[src/bmsirq_pkg.sv]
// ----------------------------------------------------------------------------
// bmsirq_pkg
// Shared types and constants for the bank mapper with scanline interrupt.
// ----------------------------------------------------------------------------
package bmsirq_pkg;

  localparam int unsigned IRQ_DELAY_TICKS_DEF = 5;
  localparam int unsigned DELAY_W = 3;

  localparam int unsigned ADDR_W = 19;
  localparam int unsigned PRG_BANK_W = 6;
  localparam int unsigned CHR_BANK_W = 8;
  localparam int unsigned PRG_COUNT_W = 7;

  typedef enum logic [2:0] {
    OP_CPU_WRITE = 3'd0,
    OP_CPU_READ  = 3'd1,
    OP_PPU_READ  = 3'd2,
    OP_PPU_WRITE = 3'd3,
    OP_CPU_TICK  = 3'd4
  } opcode_t;

  // CPU register decode, bus_address AND REG_DECODE_MASK
  localparam logic [15:0] REG_DECODE_MASK = 16'hE003;
  localparam logic [15:0] REG_PRG0        = 16'h8000;
  localparam logic [15:0] REG_PRG1        = 16'h8001;
  localparam logic [15:0] REG_CHR_WIDE0   = 16'h8002;
  localparam logic [15:0] REG_CHR_WIDE1   = 16'h8003;
  localparam logic [15:0] REG_CHR_NARROW0 = 16'hA000;
  localparam logic [15:0] REG_CHR_NARROW1 = 16'hA001;
  localparam logic [15:0] REG_CHR_NARROW2 = 16'hA002;
  localparam logic [15:0] REG_CHR_NARROW3 = 16'hA003;
  localparam logic [15:0] REG_IRQ_RELOAD  = 16'hC000;
  localparam logic [15:0] REG_IRQ_CLEAR   = 16'hC001;
  localparam logic [15:0] REG_IRQ_ENABLE  = 16'hC002;
  localparam logic [15:0] REG_IRQ_DISABLE = 16'hC003;
  localparam logic [15:0] REG_MIRROR      = 16'hE000;

  localparam int unsigned MIRROR_BIT = 6;

  // Configuration register indexes
  typedef enum logic [1:0] {
    CFG_PRG_BANK_COUNT   = 2'd0,
    CFG_CHR_ADDRESS_MASK = 2'd1,
    CFG_CHR_IS_RAM       = 2'd2,
    CFG_FOUR_SCREEN      = 2'd3
  } cfg_index_t;

  localparam logic [PRG_COUNT_W-1:0] PRG_COUNT_RST = 7'd2;
  localparam logic [ADDR_W-1:0]      CHR_MASK_RST  = 19'h01FFF;

  typedef struct packed {
    logic       a12_clock;
    logic       a12;
    logic       tick;
    logic       reload_wr;
    logic       clear_wr;
    logic       enable_wr;
    logic       disable_wr;
    logic [7:0] data;
  } irq_cmd_t;

endpackage

[src/bank_mapper_with_scanline_irq.sv]
// ----------------------------------------------------------------------------
// bank_mapper_with_scanline_irq
// Cartridge bank mapper: register writes, address translation and scanline
// interrupt, one transaction in and one result transaction out per item.
//
// Channel  Dir  Transaction
// s_*      in   opcode in tuser, bus_address and write_data in tdata
// m_*      out  mapped address, flags, irq and mirroring in tdata
// apb      in   configuration registers at 0x0, 0x4, 0x8, 0xC
//
// One item per cycle; the result appears in the cycle after acceptance.
// The result is registered; s_tready holds low only while a
// result waits and m_tready is low. Synchronous reset sets all mapper
// state and configuration to their defaults; no clearing pass is needed.
// ----------------------------------------------------------------------------
module bank_mapper_with_scanline_irq #(
  parameter int unsigned IRQ_DELAY_TICKS = bmsirq_pkg::IRQ_DELAY_TICKS_DEF
) (
  input  logic        clk,
  input  logic        rst,
  input  logic        s_tvalid,
  output logic        s_tready,
  input  logic [23:0] s_tdata,   // [15:0] bus_address, [23:16] write_data
  input  logic [2:0]  s_tuser,   // [2:0] opcode
  output logic        m_tvalid,
  input  logic        m_tready,
  output logic [23:0] m_tdata,   // [18:0] mapped_address, [19] address_valid,
                                 // [20] chr_write_enable, [21] irq_line,
                                 // [22] horizontal_mirroring, [23] zero
  input  logic        psel,
  input  logic        penable,
  input  logic        pwrite,
  input  logic [3:0]  paddr,
  input  logic [31:0] pwdata,
  output logic [31:0] prdata,
  output logic        pready
);

  localparam int unsigned AW = bmsirq_pkg::ADDR_W;

  logic [bmsirq_pkg::PRG_COUNT_W-1:0] prg_bank_count;
  logic [AW-1:0]                      chr_address_mask;
  logic                               chr_is_ram;
  logic                               four_screen;

  logic [bmsirq_pkg::PRG_BANK_W-1:0]  prg_bank [2];
  logic [bmsirq_pkg::CHR_BANK_W-1:0]  chr_wide [2];
  logic [bmsirq_pkg::CHR_BANK_W-1:0]  chr_narrow [4];
  logic                               mirror_horizontal, mirror_horizontal_next;

  logic                               accept;
  logic                               cfg_write;
  bmsirq_pkg::cfg_index_t             cfg_index;
  bmsirq_pkg::opcode_t                opcode;
  logic [15:0]                        bus_address;
  logic [7:0]                         write_data;
  logic [15:0]                        reg_key;
  logic                               ppu_in_range;
  logic [AW-1:0]                      cpu_address;
  logic [AW-1:0]                      ppu_address;
  logic [AW-1:0]                      mapped_next;
  logic                               valid_next;
  logic                               wen_next;
  logic                               pending_next;
  bmsirq_pkg::irq_cmd_t               cmd;

  assign pready    = 1'b1;
  assign cfg_write = psel && penable && pwrite;
  assign cfg_index = bmsirq_pkg::cfg_index_t'(paddr[3:2]);

  always_ff @(posedge clk) begin
    if (rst) begin
      prg_bank_count   <= bmsirq_pkg::PRG_COUNT_RST;
      chr_address_mask <= bmsirq_pkg::CHR_MASK_RST;
      chr_is_ram       <= 1'b1;
      four_screen      <= 1'b0;
    end else if (cfg_write) begin
      unique case (cfg_index)
        bmsirq_pkg::CFG_PRG_BANK_COUNT:   prg_bank_count   <= pwdata[6:0];
        bmsirq_pkg::CFG_CHR_ADDRESS_MASK: chr_address_mask <= pwdata[AW-1:0];
        bmsirq_pkg::CFG_CHR_IS_RAM:       chr_is_ram       <= pwdata[0];
        bmsirq_pkg::CFG_FOUR_SCREEN:      four_screen      <= pwdata[0];
        default: ;
      endcase
    end
  end

  always_comb begin
    unique case (cfg_index)
      bmsirq_pkg::CFG_PRG_BANK_COUNT:   prdata = {25'd0, prg_bank_count};
      bmsirq_pkg::CFG_CHR_ADDRESS_MASK: prdata = {13'd0, chr_address_mask};
      bmsirq_pkg::CFG_CHR_IS_RAM:       prdata = {31'd0, chr_is_ram};
      bmsirq_pkg::CFG_FOUR_SCREEN:      prdata = {31'd0, four_screen};
      default:                          prdata = 32'd0;
    endcase
  end

  assign s_tready    = !m_tvalid || m_tready;
  assign accept      = s_tvalid && s_tready;
  assign opcode      = bmsirq_pkg::opcode_t'(s_tuser);
  assign bus_address = s_tdata[15:0];
  assign write_data  = s_tdata[23:16];
  assign reg_key     = bus_address & bmsirq_pkg::REG_DECODE_MASK;
  assign ppu_in_range = (bus_address[15:13] == 3'd0);

  bmsirq_xlate u_xlate (
    .bus_address      (bus_address),
    .prg_bank0        (prg_bank[0]),
    .prg_bank1        (prg_bank[1]),
    .prg_bank_count   (prg_bank_count),
    .chr_wide0        (chr_wide[0]),
    .chr_wide1        (chr_wide[1]),
    .chr_narrow0      (chr_narrow[0]),
    .chr_narrow1      (chr_narrow[1]),
    .chr_narrow2      (chr_narrow[2]),
    .chr_narrow3      (chr_narrow[3]),
    .chr_address_mask (chr_address_mask),
    .cpu_address      (cpu_address),
    .ppu_address      (ppu_address)
  );

  // Result fields and interrupt commands for the current item
  always_comb begin
    mapped_next            = '0;
    valid_next             = 1'b0;
    wen_next               = 1'b0;
    mirror_horizontal_next = mirror_horizontal;
    cmd                    = '0;
    cmd.data               = write_data;
    cmd.a12                = bus_address[12];
    case (opcode)
      bmsirq_pkg::OP_CPU_WRITE: begin
        unique case (reg_key)
          bmsirq_pkg::REG_IRQ_RELOAD:  cmd.reload_wr  = accept;
          bmsirq_pkg::REG_IRQ_CLEAR:   cmd.clear_wr   = accept;
          bmsirq_pkg::REG_IRQ_ENABLE:  cmd.enable_wr  = accept;
          bmsirq_pkg::REG_IRQ_DISABLE: cmd.disable_wr = accept;
          bmsirq_pkg::REG_MIRROR: begin
            if (!four_screen) begin
              mirror_horizontal_next = write_data[bmsirq_pkg::MIRROR_BIT];
            end
          end
          default: ;
        endcase
      end
      bmsirq_pkg::OP_CPU_READ: begin
        if (bus_address[15]) begin
          mapped_next = cpu_address;
          valid_next  = 1'b1;
        end
      end
      bmsirq_pkg::OP_PPU_READ: begin
        if (ppu_in_range) begin
          mapped_next   = ppu_address;
          valid_next    = 1'b1;
          cmd.a12_clock = accept;
        end
      end
      bmsirq_pkg::OP_PPU_WRITE: begin
        if (ppu_in_range) begin
          if (chr_is_ram) begin
            mapped_next = ppu_address;
            valid_next  = 1'b1;
            wen_next    = 1'b1;
          end
          cmd.a12_clock = accept;
        end
      end
      bmsirq_pkg::OP_CPU_TICK: cmd.tick = accept;
      default: ;
    endcase
  end

  bmsirq_irq #(
    .IRQ_DELAY_TICKS (IRQ_DELAY_TICKS)
  ) u_irq (
    .clk          (clk),
    .rst          (rst),
    .cmd          (cmd),
    .pending_next (pending_next)
  );

  // Bank registers
  always_ff @(posedge clk) begin
    if (rst) begin
      prg_bank[0]       <= '0;
      prg_bank[1]       <= '0;
      chr_wide[0]       <= '0;
      chr_wide[1]       <= '0;
      chr_narrow[0]     <= '0;
      chr_narrow[1]     <= '0;
      chr_narrow[2]     <= '0;
      chr_narrow[3]     <= '0;
      mirror_horizontal <= 1'b0;
    end else if (accept) begin
      mirror_horizontal <= mirror_horizontal_next;
      if (opcode == bmsirq_pkg::OP_CPU_WRITE) begin
        unique case (reg_key)
          bmsirq_pkg::REG_PRG0:        prg_bank[0]   <= write_data[5:0];
          bmsirq_pkg::REG_PRG1:        prg_bank[1]   <= write_data[5:0];
          bmsirq_pkg::REG_CHR_WIDE0:   chr_wide[0]   <= write_data;
          bmsirq_pkg::REG_CHR_WIDE1:   chr_wide[1]   <= write_data;
          bmsirq_pkg::REG_CHR_NARROW0: chr_narrow[0] <= write_data;
          bmsirq_pkg::REG_CHR_NARROW1: chr_narrow[1] <= write_data;
          bmsirq_pkg::REG_CHR_NARROW2: chr_narrow[2] <= write_data;
          bmsirq_pkg::REG_CHR_NARROW3: chr_narrow[3] <= write_data;
          default: ;
        endcase
      end
    end
  end

  // Result register
  always_ff @(posedge clk) begin
    if (rst) begin
      m_tvalid <= 1'b0;
    end else if (s_tready) begin
      m_tvalid <= s_tvalid;
    end
  end

  always_ff @(posedge clk) begin
    if (accept) begin
      m_tdata <= {1'b0, mirror_horizontal_next, pending_next, wen_next, valid_next,
                  mapped_next};
    end
  end

endmodule

[src/bmsirq_xlate.sv]
// ----------------------------------------------------------------------------
// bmsirq_xlate
// Translates CPU and PPU bus addresses to physical program and character
// memory byte addresses from the current bank registers.
// ----------------------------------------------------------------------------
module bmsirq_xlate (
  input  logic [15:0]                          bus_address,
  input  logic [bmsirq_pkg::PRG_BANK_W-1:0]    prg_bank0,
  input  logic [bmsirq_pkg::PRG_BANK_W-1:0]    prg_bank1,
  input  logic [bmsirq_pkg::PRG_COUNT_W-1:0]   prg_bank_count,
  input  logic [bmsirq_pkg::CHR_BANK_W-1:0]    chr_wide0,
  input  logic [bmsirq_pkg::CHR_BANK_W-1:0]    chr_wide1,
  input  logic [bmsirq_pkg::CHR_BANK_W-1:0]    chr_narrow0,
  input  logic [bmsirq_pkg::CHR_BANK_W-1:0]    chr_narrow1,
  input  logic [bmsirq_pkg::CHR_BANK_W-1:0]    chr_narrow2,
  input  logic [bmsirq_pkg::CHR_BANK_W-1:0]    chr_narrow3,
  input  logic [bmsirq_pkg::ADDR_W-1:0]        chr_address_mask,
  output logic [bmsirq_pkg::ADDR_W-1:0]        cpu_address,
  output logic [bmsirq_pkg::ADDR_W-1:0]        ppu_address
);

  logic [bmsirq_pkg::PRG_COUNT_W-1:0] fixed_second;
  logic [bmsirq_pkg::PRG_COUNT_W-1:0] fixed_last;
  logic [bmsirq_pkg::PRG_BANK_W-1:0]  prg_bank;
  logic [bmsirq_pkg::CHR_BANK_W-1:0]  wide_bank;
  logic [bmsirq_pkg::CHR_BANK_W-1:0]  narrow_bank;
  logic [bmsirq_pkg::ADDR_W-1:0]      chr_base;
  logic [bmsirq_pkg::ADDR_W-1:0]      chr_offset;

  assign fixed_second = prg_bank_count - 7'd2;
  assign fixed_last   = prg_bank_count - 7'd1;

  always_comb begin
    case (bus_address[14:13])
      2'd0:    prg_bank = prg_bank0;
      2'd1:    prg_bank = prg_bank1;
      2'd2:    prg_bank = fixed_second[bmsirq_pkg::PRG_BANK_W-1:0];
      default: prg_bank = fixed_last[bmsirq_pkg::PRG_BANK_W-1:0];
    endcase
  end

  assign cpu_address = {prg_bank, bus_address[12:0]};

  assign wide_bank = bus_address[11] ? chr_wide1 : chr_wide0;

  always_comb begin
    case (bus_address[11:10])
      2'd0:    narrow_bank = chr_narrow0;
      2'd1:    narrow_bank = chr_narrow1;
      2'd2:    narrow_bank = chr_narrow2;
      default: narrow_bank = chr_narrow3;
    endcase
  end

  always_comb begin
    if (!bus_address[12]) begin
      chr_base   = {wide_bank, 11'd0} & chr_address_mask;
      chr_offset = {8'd0, bus_address[10:0]};
    end else begin
      chr_base   = {1'b0, narrow_bank, 10'd0} & chr_address_mask;
      chr_offset = {9'd0, bus_address[9:0]};
    end
  end

  assign ppu_address = chr_base + chr_offset;

endmodule

[src/bmsirq_irq.sv]
// ----------------------------------------------------------------------------
// bmsirq_irq
// Scanline counter clocked by rising PPU A12, delay countdown on CPU ticks
// and the interrupt pending flag.
// ----------------------------------------------------------------------------
module bmsirq_irq #(
  parameter int unsigned IRQ_DELAY_TICKS = bmsirq_pkg::IRQ_DELAY_TICKS_DEF
) (
  input  logic                  clk,
  input  logic                  rst,
  input  bmsirq_pkg::irq_cmd_t  cmd,
  output logic                  pending_next
);

  logic [7:0]                         counter, counter_next;
  logic [7:0]                         reload, reload_next;
  logic                               enabled, enabled_next;
  logic [bmsirq_pkg::DELAY_W-1:0]     delay, delay_next;
  logic                               prev_a12, prev_a12_next;
  logic                               pending;
  logic [7:0]                         counter_step;

  assign counter_step = (counter == 8'd0) ? reload : counter - 8'd1;

  always_comb begin
    counter_next  = counter;
    reload_next   = reload;
    enabled_next  = enabled;
    delay_next    = delay;
    prev_a12_next = prev_a12;
    pending_next  = pending;
    if (cmd.a12_clock) begin
      prev_a12_next = cmd.a12;
      if (cmd.a12 && !prev_a12) begin
        counter_next = counter_step;
        if (counter_step == 8'd0 && delay == '0 && enabled) begin
          delay_next   = IRQ_DELAY_TICKS[bmsirq_pkg::DELAY_W-1:0];
          enabled_next = 1'b0;
        end
      end
    end
    if (cmd.tick) begin
      if (delay == 3'd1) begin
        pending_next = 1'b1;
        delay_next   = '0;
        enabled_next = 1'b0;
      end else if (delay > 3'd1) begin
        delay_next = delay - 3'd1;
      end
    end
    if (cmd.reload_wr) begin
      reload_next = ~cmd.data;
    end
    if (cmd.clear_wr) begin
      counter_next = 8'd0;
    end
    if (cmd.enable_wr) begin
      enabled_next = 1'b1;
    end
    if (cmd.disable_wr) begin
      enabled_next = 1'b0;
      delay_next   = '0;
      pending_next = 1'b0;
    end
  end

  always_ff @(posedge clk) begin
    if (rst) begin
      counter  <= 8'd0;
      reload   <= 8'hFF;
      enabled  <= 1'b0;
      delay    <= '0;
      prev_a12 <= 1'b0;
      pending  <= 1'b0;
    end else begin
      counter  <= counter_next;
      reload   <= reload_next;
      enabled  <= enabled_next;
      delay    <= delay_next;
      prev_a12 <= prev_a12_next;
      pending  <= pending_next;
    end
  end

endmodule

[config.mk]
export PLATFORM = sky130hd
export DESIGN_NAME = bank_mapper_with_scanline_irq
export DESIGN_NICKNAME = d
export VERILOG_FILES = /design/src/bmsirq_pkg.sv /design/src/bank_mapper_with_scanline_irq.sv /design/src/bmsirq_xlate.sv /design/src/bmsirq_irq.sv
export SDC_FILE = /design/constraint.sdc
export NUM_CORES = 1
export LEC_CHECK = 0
export BUFFER_PORTS_ARGS = -buffer_cell sky130_fd_sc_hd__buf_2
export CORE_MARGIN = 2
export CORE_UTILIZATION = 60
export DETAILED_ROUTE_END_ITERATION = 10
export GPL_ROUTABILITY_DRIVEN = 0
export GPL_TIMING_DRIVEN = 0
export PLACE_DENSITY_LB_ADDON = 0.25
export SYNTH_ARGS = -nofsm -noshare
export SYNTH_HDL_FRONTEND = slang
export SYNTH_SLANG_ARGS = --single-unit
[constraint.sdc]
create_clock -name clk -period 7.2 [get_ports clk]
set_input_delay 1.8 -clock clk [delete_from_list [all_inputs] [get_ports clk]]
set_output_delay 1.8 -clock clk [all_outputs]
set_load 0.03 [all_outputs]
Yosys cells after proc, flatten, opt, wreduce, memory -nomap -nowiden
Memories as Yosys holds them, arrays and structs flattened.
Cells that the tools add are included.
Word-level totals
  register bits after elaboration: 75
  memory bits (writable): 60
  input port bits: 70
  output and inout port bits: 59
  logic and storage cells: 177
  memories: 3
Memory list
  chr_narrow: depth 4, bits a word 8, rd ports 4, clocked after Yosys merged registers in 0, write ports 4, RTL line bank_mapper_with_scanline_irq.sv:48  | logic [bmsirq_pkg::CHR_BANK_W-1:0] chr_narrow [4];
  chr_wide: depth 2, bits a word 8, rd ports 2, clocked after Yosys merged registers in 0, write ports 2, RTL line bank_mapper_with_scanline_irq.sv:47  | logic [bmsirq_pkg::CHR_BANK_W-1:0] chr_wide [2];
  prg_bank: depth 2, bits a word 6, rd ports 2, clocked after Yosys merged registers in 0, write ports 2, RTL line bank_mapper_with_scanline_irq.sv:46  | logic [bmsirq_pkg::PRG_BANK_W-1:0] prg_bank [2];
Cells by class
  $add $sub $neg: 5
  $lt $le $gt $ge: 1
  eq/ne operators: 25
  muxes and demuxes: 93
  bitwise gates (word level): 11
  reductions and logical operators: 25
Operators with widths (number)
  one-hot mux 32 bit (4 select lines): 1
  two-way mux 19 bit: 5
  == test 5 bit (second input constant): 13
  two-way mux 1 bit: 65
  two-way mux 8 bit: 8
  one-hot mux 19 bit (3 select lines): 1
  one-hot mux 8 bit (3 select lines): 1
  adder 19 x 11 -> 19 bit: 1
  bitwise AND 18 x 19 -> 19 bit: 1
  bitwise AND 19 bit: 1
  two-way mux 3 bit: 6
  one-hot mux 6 bit (3 select lines): 1
  logical NOT 8 bit: 2
  two-way mux 6 bit: 2
  two-way mux 11 bit: 1
  AND reduction 2 bit: 5
  logical NOT 3 bit: 3
  == test 2 bit (second input constant): 4
  inverter 8 bit: 1
  bitwise OR 1 bit: 8
  subtractor 8 x 1 -> 8 bit (second input constant): 1
  == test 2 x 1 -> 1 bit (second input constant): 3
  == test 3 x 1 -> 1 bit (second input constant): 2
  == test 3 x 2 -> 1 bit (second input constant): 2
  12 further kinds: 22

Logic depth before layout (Yosys ltp)
  depth in word-level cells: 11
  mapped depth: 10
  mapped depth without buffers: 8

Cells and area by module
A second synthesis with hierarchy kept.
Unflattened totals
  cell total of the unflattened synthesis: 686
  area, all modules: 7328.3 um2
By module, submodules not included
  bank_mapper_with_scanline_irq: times used 1, cells each 395, area an instance 4984.8 um2, sequential area each 3093.0 um2
  bmsirq_irq: times used 1, cells each 156, area an instance 1253.7 um2, sequential area each 440.4 um2
  bmsirq_xlate: times used 1, cells each 135, area an instance 1089.8 um2, sequential area each 0.0 um2

Worst setup path before layout
OpenSTA, ideal clock, no wires.
  path kind: input to output
  start point: input port paddr[2]
  end point: output port prdata[0]
  arrival: 2.874 ns
  required time: 5.400 ns
  setup slack: 2.526 ns
  stages: 2
  path buffers: 1
  cell sequence: clkbuf_1 mux4_2
Between the ends
  longest elaborated chain between the ends: 2
  elaborated cells on any way between the ends: 5
  those cells by class: 3 x eq/ne; 1 x mux; 1 x reduce/logical
RTL lines
  start: declaration: RTL line bank_mapper_with_scanline_irq.sv:33  | input logic [3:0] paddr,
  == test 2 bit (tied with other cells): RTL line bank_mapper_with_scanline_irq.sv:89  | unique case (cfg_index)
  one-hot mux 32 bit (4 select lines) (*): RTL line bank_mapper_with_scanline_irq.sv:89
  end: declaration: RTL line bank_mapper_with_scanline_irq.sv:35  | output logic [31:0] prdata,
Mark *: on every way between the ends. The rest lies on a longest branch, timed or not. The select of a mux whose other input is x is not followed.

Worst setup path after layout
Same ends and word-level chain as after synthesis.

==> impl_metrics.json <==
{
  "status": "finished clean",
  "portBuffers": 92,
  "fp.dieH_um": 110,
  "grt_remaining_overflow": 0,
  "finish.net_count": 842,
  "cts_buffer_depth": 2,
  "slew_viol_final": 0,
  "synth_most_common_cell": "edfxtp_1",
  "critPathRequiredTime_ns": 5.40,
  "syn2layout_area_growth_pct": 18.1,
  "setup_viol": 0,
  "hold_start": "chr_address_mask[9]",
  "ys_top_cells_by_count": "edfxtp_1, nand2_1, and2_1",
  "synth_edf_count": 83,
  "rows": 38,
  "dieArea_mm2": 0.0120,
  "core_area_mm2": 0.0109,
  "worstRegToRegCells": 4,
  "vias": 5287,
  "cts-resized-gates": 0,
  "placed_area_mm2": 0.00738,
  "end_kind": "primary output",
  "cts_tree": "done",
  "share_comb_of_total_power_pct": 9.1,
  "die_w_um": 110,
  "via_per_inst": 5.78,
  "start_util_pct": 61.5,
  "switching_share_pct": 24.6,
  "synth_cell_types": 62,
  "grt_pass1_wl_mm": 24.8,
  "diodes": 0,
  "cts_hold_buf": 0,
  "ioPinCount": 129,
  "layout-drive-gt1-share_pct": 21.9,
  "hold_depth": 2,
  "clk_pin_slew_ns": 0.06,
  "r2r_end": "chr_narrow[0][4]",
  "min_to": "chr_address_mask[9]",
  "crit_start": "paddr[2]",
  "synth_flop_cell": "edfxtp_1",
  "synthCells": 638,
  "crit_type": "in2out",
  "cts_sinks": 135,
  "dr.pass1.iters": 6,
  "crit_path_max_fanout": 10,
  "grt_pass1_vias": 4933,
  "final_hold_viol_count": 0,
  "ys_seq_elements": 135,
  "fin_crit_ns": 5.00,
  "detail-route-antenna-nets": 0,
  "rsz0062_at_grt": "no",
  "synth_top_area_share_pct": 37.2,
  "synthArstFlopShare_pct": 0,
  "reg2reg_from": "m_tvalid",
  "power_frac_clock_pct": 43.4,
  "drt_first_iter_violations": 419,
  "internal_power_mw": 1.34,
  "wl_per_cell_um": 17.4,
  "fmax_ghz": 0.200,
  "syn-cell-area_mm2": 0.00670,
  "power_frac_seq_pct": 47.4,
  "grt_usage_pct": 27.8,
  "grt_max_degree": 26,
  "ys_top_cells_by_area": "edfxtp_1, dfxtp_1, and2_1, mux2i_1, nand2_1",
  "cp-start-kind": "primary input",
  "syn_area_per_cell_um2": 10.5,
  "period_share_pct": 69.5,
  "drcViolationCount": 0,
  "fin_area_mm2": 0.00791,
  "hold_class": "reg2reg",
  "peakVddDrop_mv": 0.136,
  "wl_mm": 15.9,
  "crit_arrival_ns": 3.20,
  "yosys.area.top_type": "edfxtp_1",
  "pwr_density_cell_mw_per_mm2": 225,
  "finClkSkew_ns": 0.00917,
  "yosysSeqAreaShare_pct": 52.7,
  "dp_hpwl_mm": 11.6,
  "antenna_found_initial": 0,
  "cap_violations": 0,
  "leakage_nw": 3.35,
  "worst_pin_slew_ns": 1.36,
  "fillCellCount": 778,
  "reg2reg_slack_ns": 4.57,
  "clk_latency_ns": 0.53,
  "cts_made_buffers": 17,
  "cts_setup_buffers": 0,
  "clockRootBuffer": "clkbuf_8",
  "slew_headroom_pct": 9.14,
  "finalSetupTns_ns": 0,
  "timing.hold.ws_ns": 0.461,
  "ys_warn_count": 0,
  "p_sw_uw": 440,
  "h-tree-depth": 4
}
==> worst max-delay path, cell delays in order <==
cell	delay, ns
buf_2	0.10
clkbuf_1	0.52
mux4_2	0.59
buf_2	0.19
==> cells by family (layout without fill, tap and decap cells) <==
family          count (synthesis)  in the layout  share of synthesized area, %
buf+inv                        57            181                          4.16
xor+xnor                       13             13                          1.70
flops                         135            135                          52.7
simple gates                  279            279                          22.1
compound gates                 93             93                          9.15
fa+ha+maj                      10             10                          1.87
mux                            49             49                          8.12
other cells                     2             15                         0.112
==> per-layer routing <==
| metal | up-vias | track usage, % | routed length, um |
|---|---|---|---|
| met1 | 2494 | 36.0 | 6720 |
| met2 | 254 | 45.4 | 7560 |
| met5 | - | 0 | 0 |
| met4 | 0 | 11.8 | 356 |
| met3 | 31 | 5.99 | 1270 |
| li1 | 2508 | - | - |
==> worst max-delay path by stage <==
stage	endpoint	slack, ns	cells past startpoint
4_1_cts	prdata[0]	2.21	4
6_report	prdata[0]	2.20	4
3_5_place_dp	prdata[0]	2.21	4
3_3_place_gp	prdata[0]	2.22	4
2_1_floorplan	prdata[0]	2.53	2
5_1_grt	prdata[0]	2.14	4
==> power groups by stage <==
stage | clock network [mW] | registers (mW) | logic, mW
floorplan | 0 | 0.874 | 0.0931
global placement | 0 | 0.861 | 0.158
detailed placement | 0 | 0.862 | 0.161
CTS | 0.785 | 0.846 | 0.162
global route | 0.817 | 0.848 | 0.176
finish | 0.775 | 0.846 | 0.163
==> layout by cell type, fill, tap and decap left out, types with 7 or more instances in the layout <==
cell type / synthesis / layout
clkbuf_16: 0 / 16
conb_1: 2 / 15
clkbuf_1: 18 / 19
nor3_1: 11 / 11
ha_1: 10 / 10
xnor2_1: 8 / 8
inv_1: 17 / 17
nand3_1: 24 / 24
mux2_2: 12 / 12
nor2_1: 44 / 44
nor2b_1: 8 / 8
dfxtp_1: 52 / 52
buf_4: 16 / 16
buf_2: 4 / 96
mux2i_1: 33 / 33
nand2_1: 78 / 78
and2_1: 69 / 69
o22ai_1: 7 / 7
edfxtp_1: 83 / 83
o21ai_0: 10 / 9
o211ai_1: 11 / 11
a211oi_1: 9 / 9
a21oi_1: 27 / 27
==> state kept, by name, indices dropped and copies added, names as in the netlist, 3 cells and up <==
name and count:
chr_narrow 32, m_tdata 23, chr_address_mask 19, chr_wide 16, prg_bank 12, u_irq.counter 8, u_irq.reload 8, prg_bank_count 7
u_irq.delay 3
==> stage by stage <==
| step | power, mW | setup WS [ns] | instances | util, % |
|---|---|---|---|---|
| after floorplan | 0.967 | 2.53 | 651 | - |
| after detailed placement | 1.02 | 2.21 | 883 | 67.8 |
| after global placement | 1.02 | 2.22 | 883 | 67.8 |
| final | 1.78 | 2.20 | 915 | 72.7 |
| after CTS | 1.79 | 2.21 | 915 | 72.7 |
| after global routing | 1.84 | 2.14 | 915 | 72.7 |
==> final cells by class <==
class | count | area (um2) | area share [%]
inverter | 17 | 63.8 | 0.806
buffer | 40 | 215 | 2.72
timing repair buffer | 92 | 460 | 5.82
multi-input combinational | 459 | 2940 | 37.1
clock inverter | 14 | 110 | 1.39
sequential | 135 | 3530 | 44.7
clock buffer | 18 | 418 | 5.28
tap | 140 | 175 | 2.21
(Power assumes the default switching activity.)
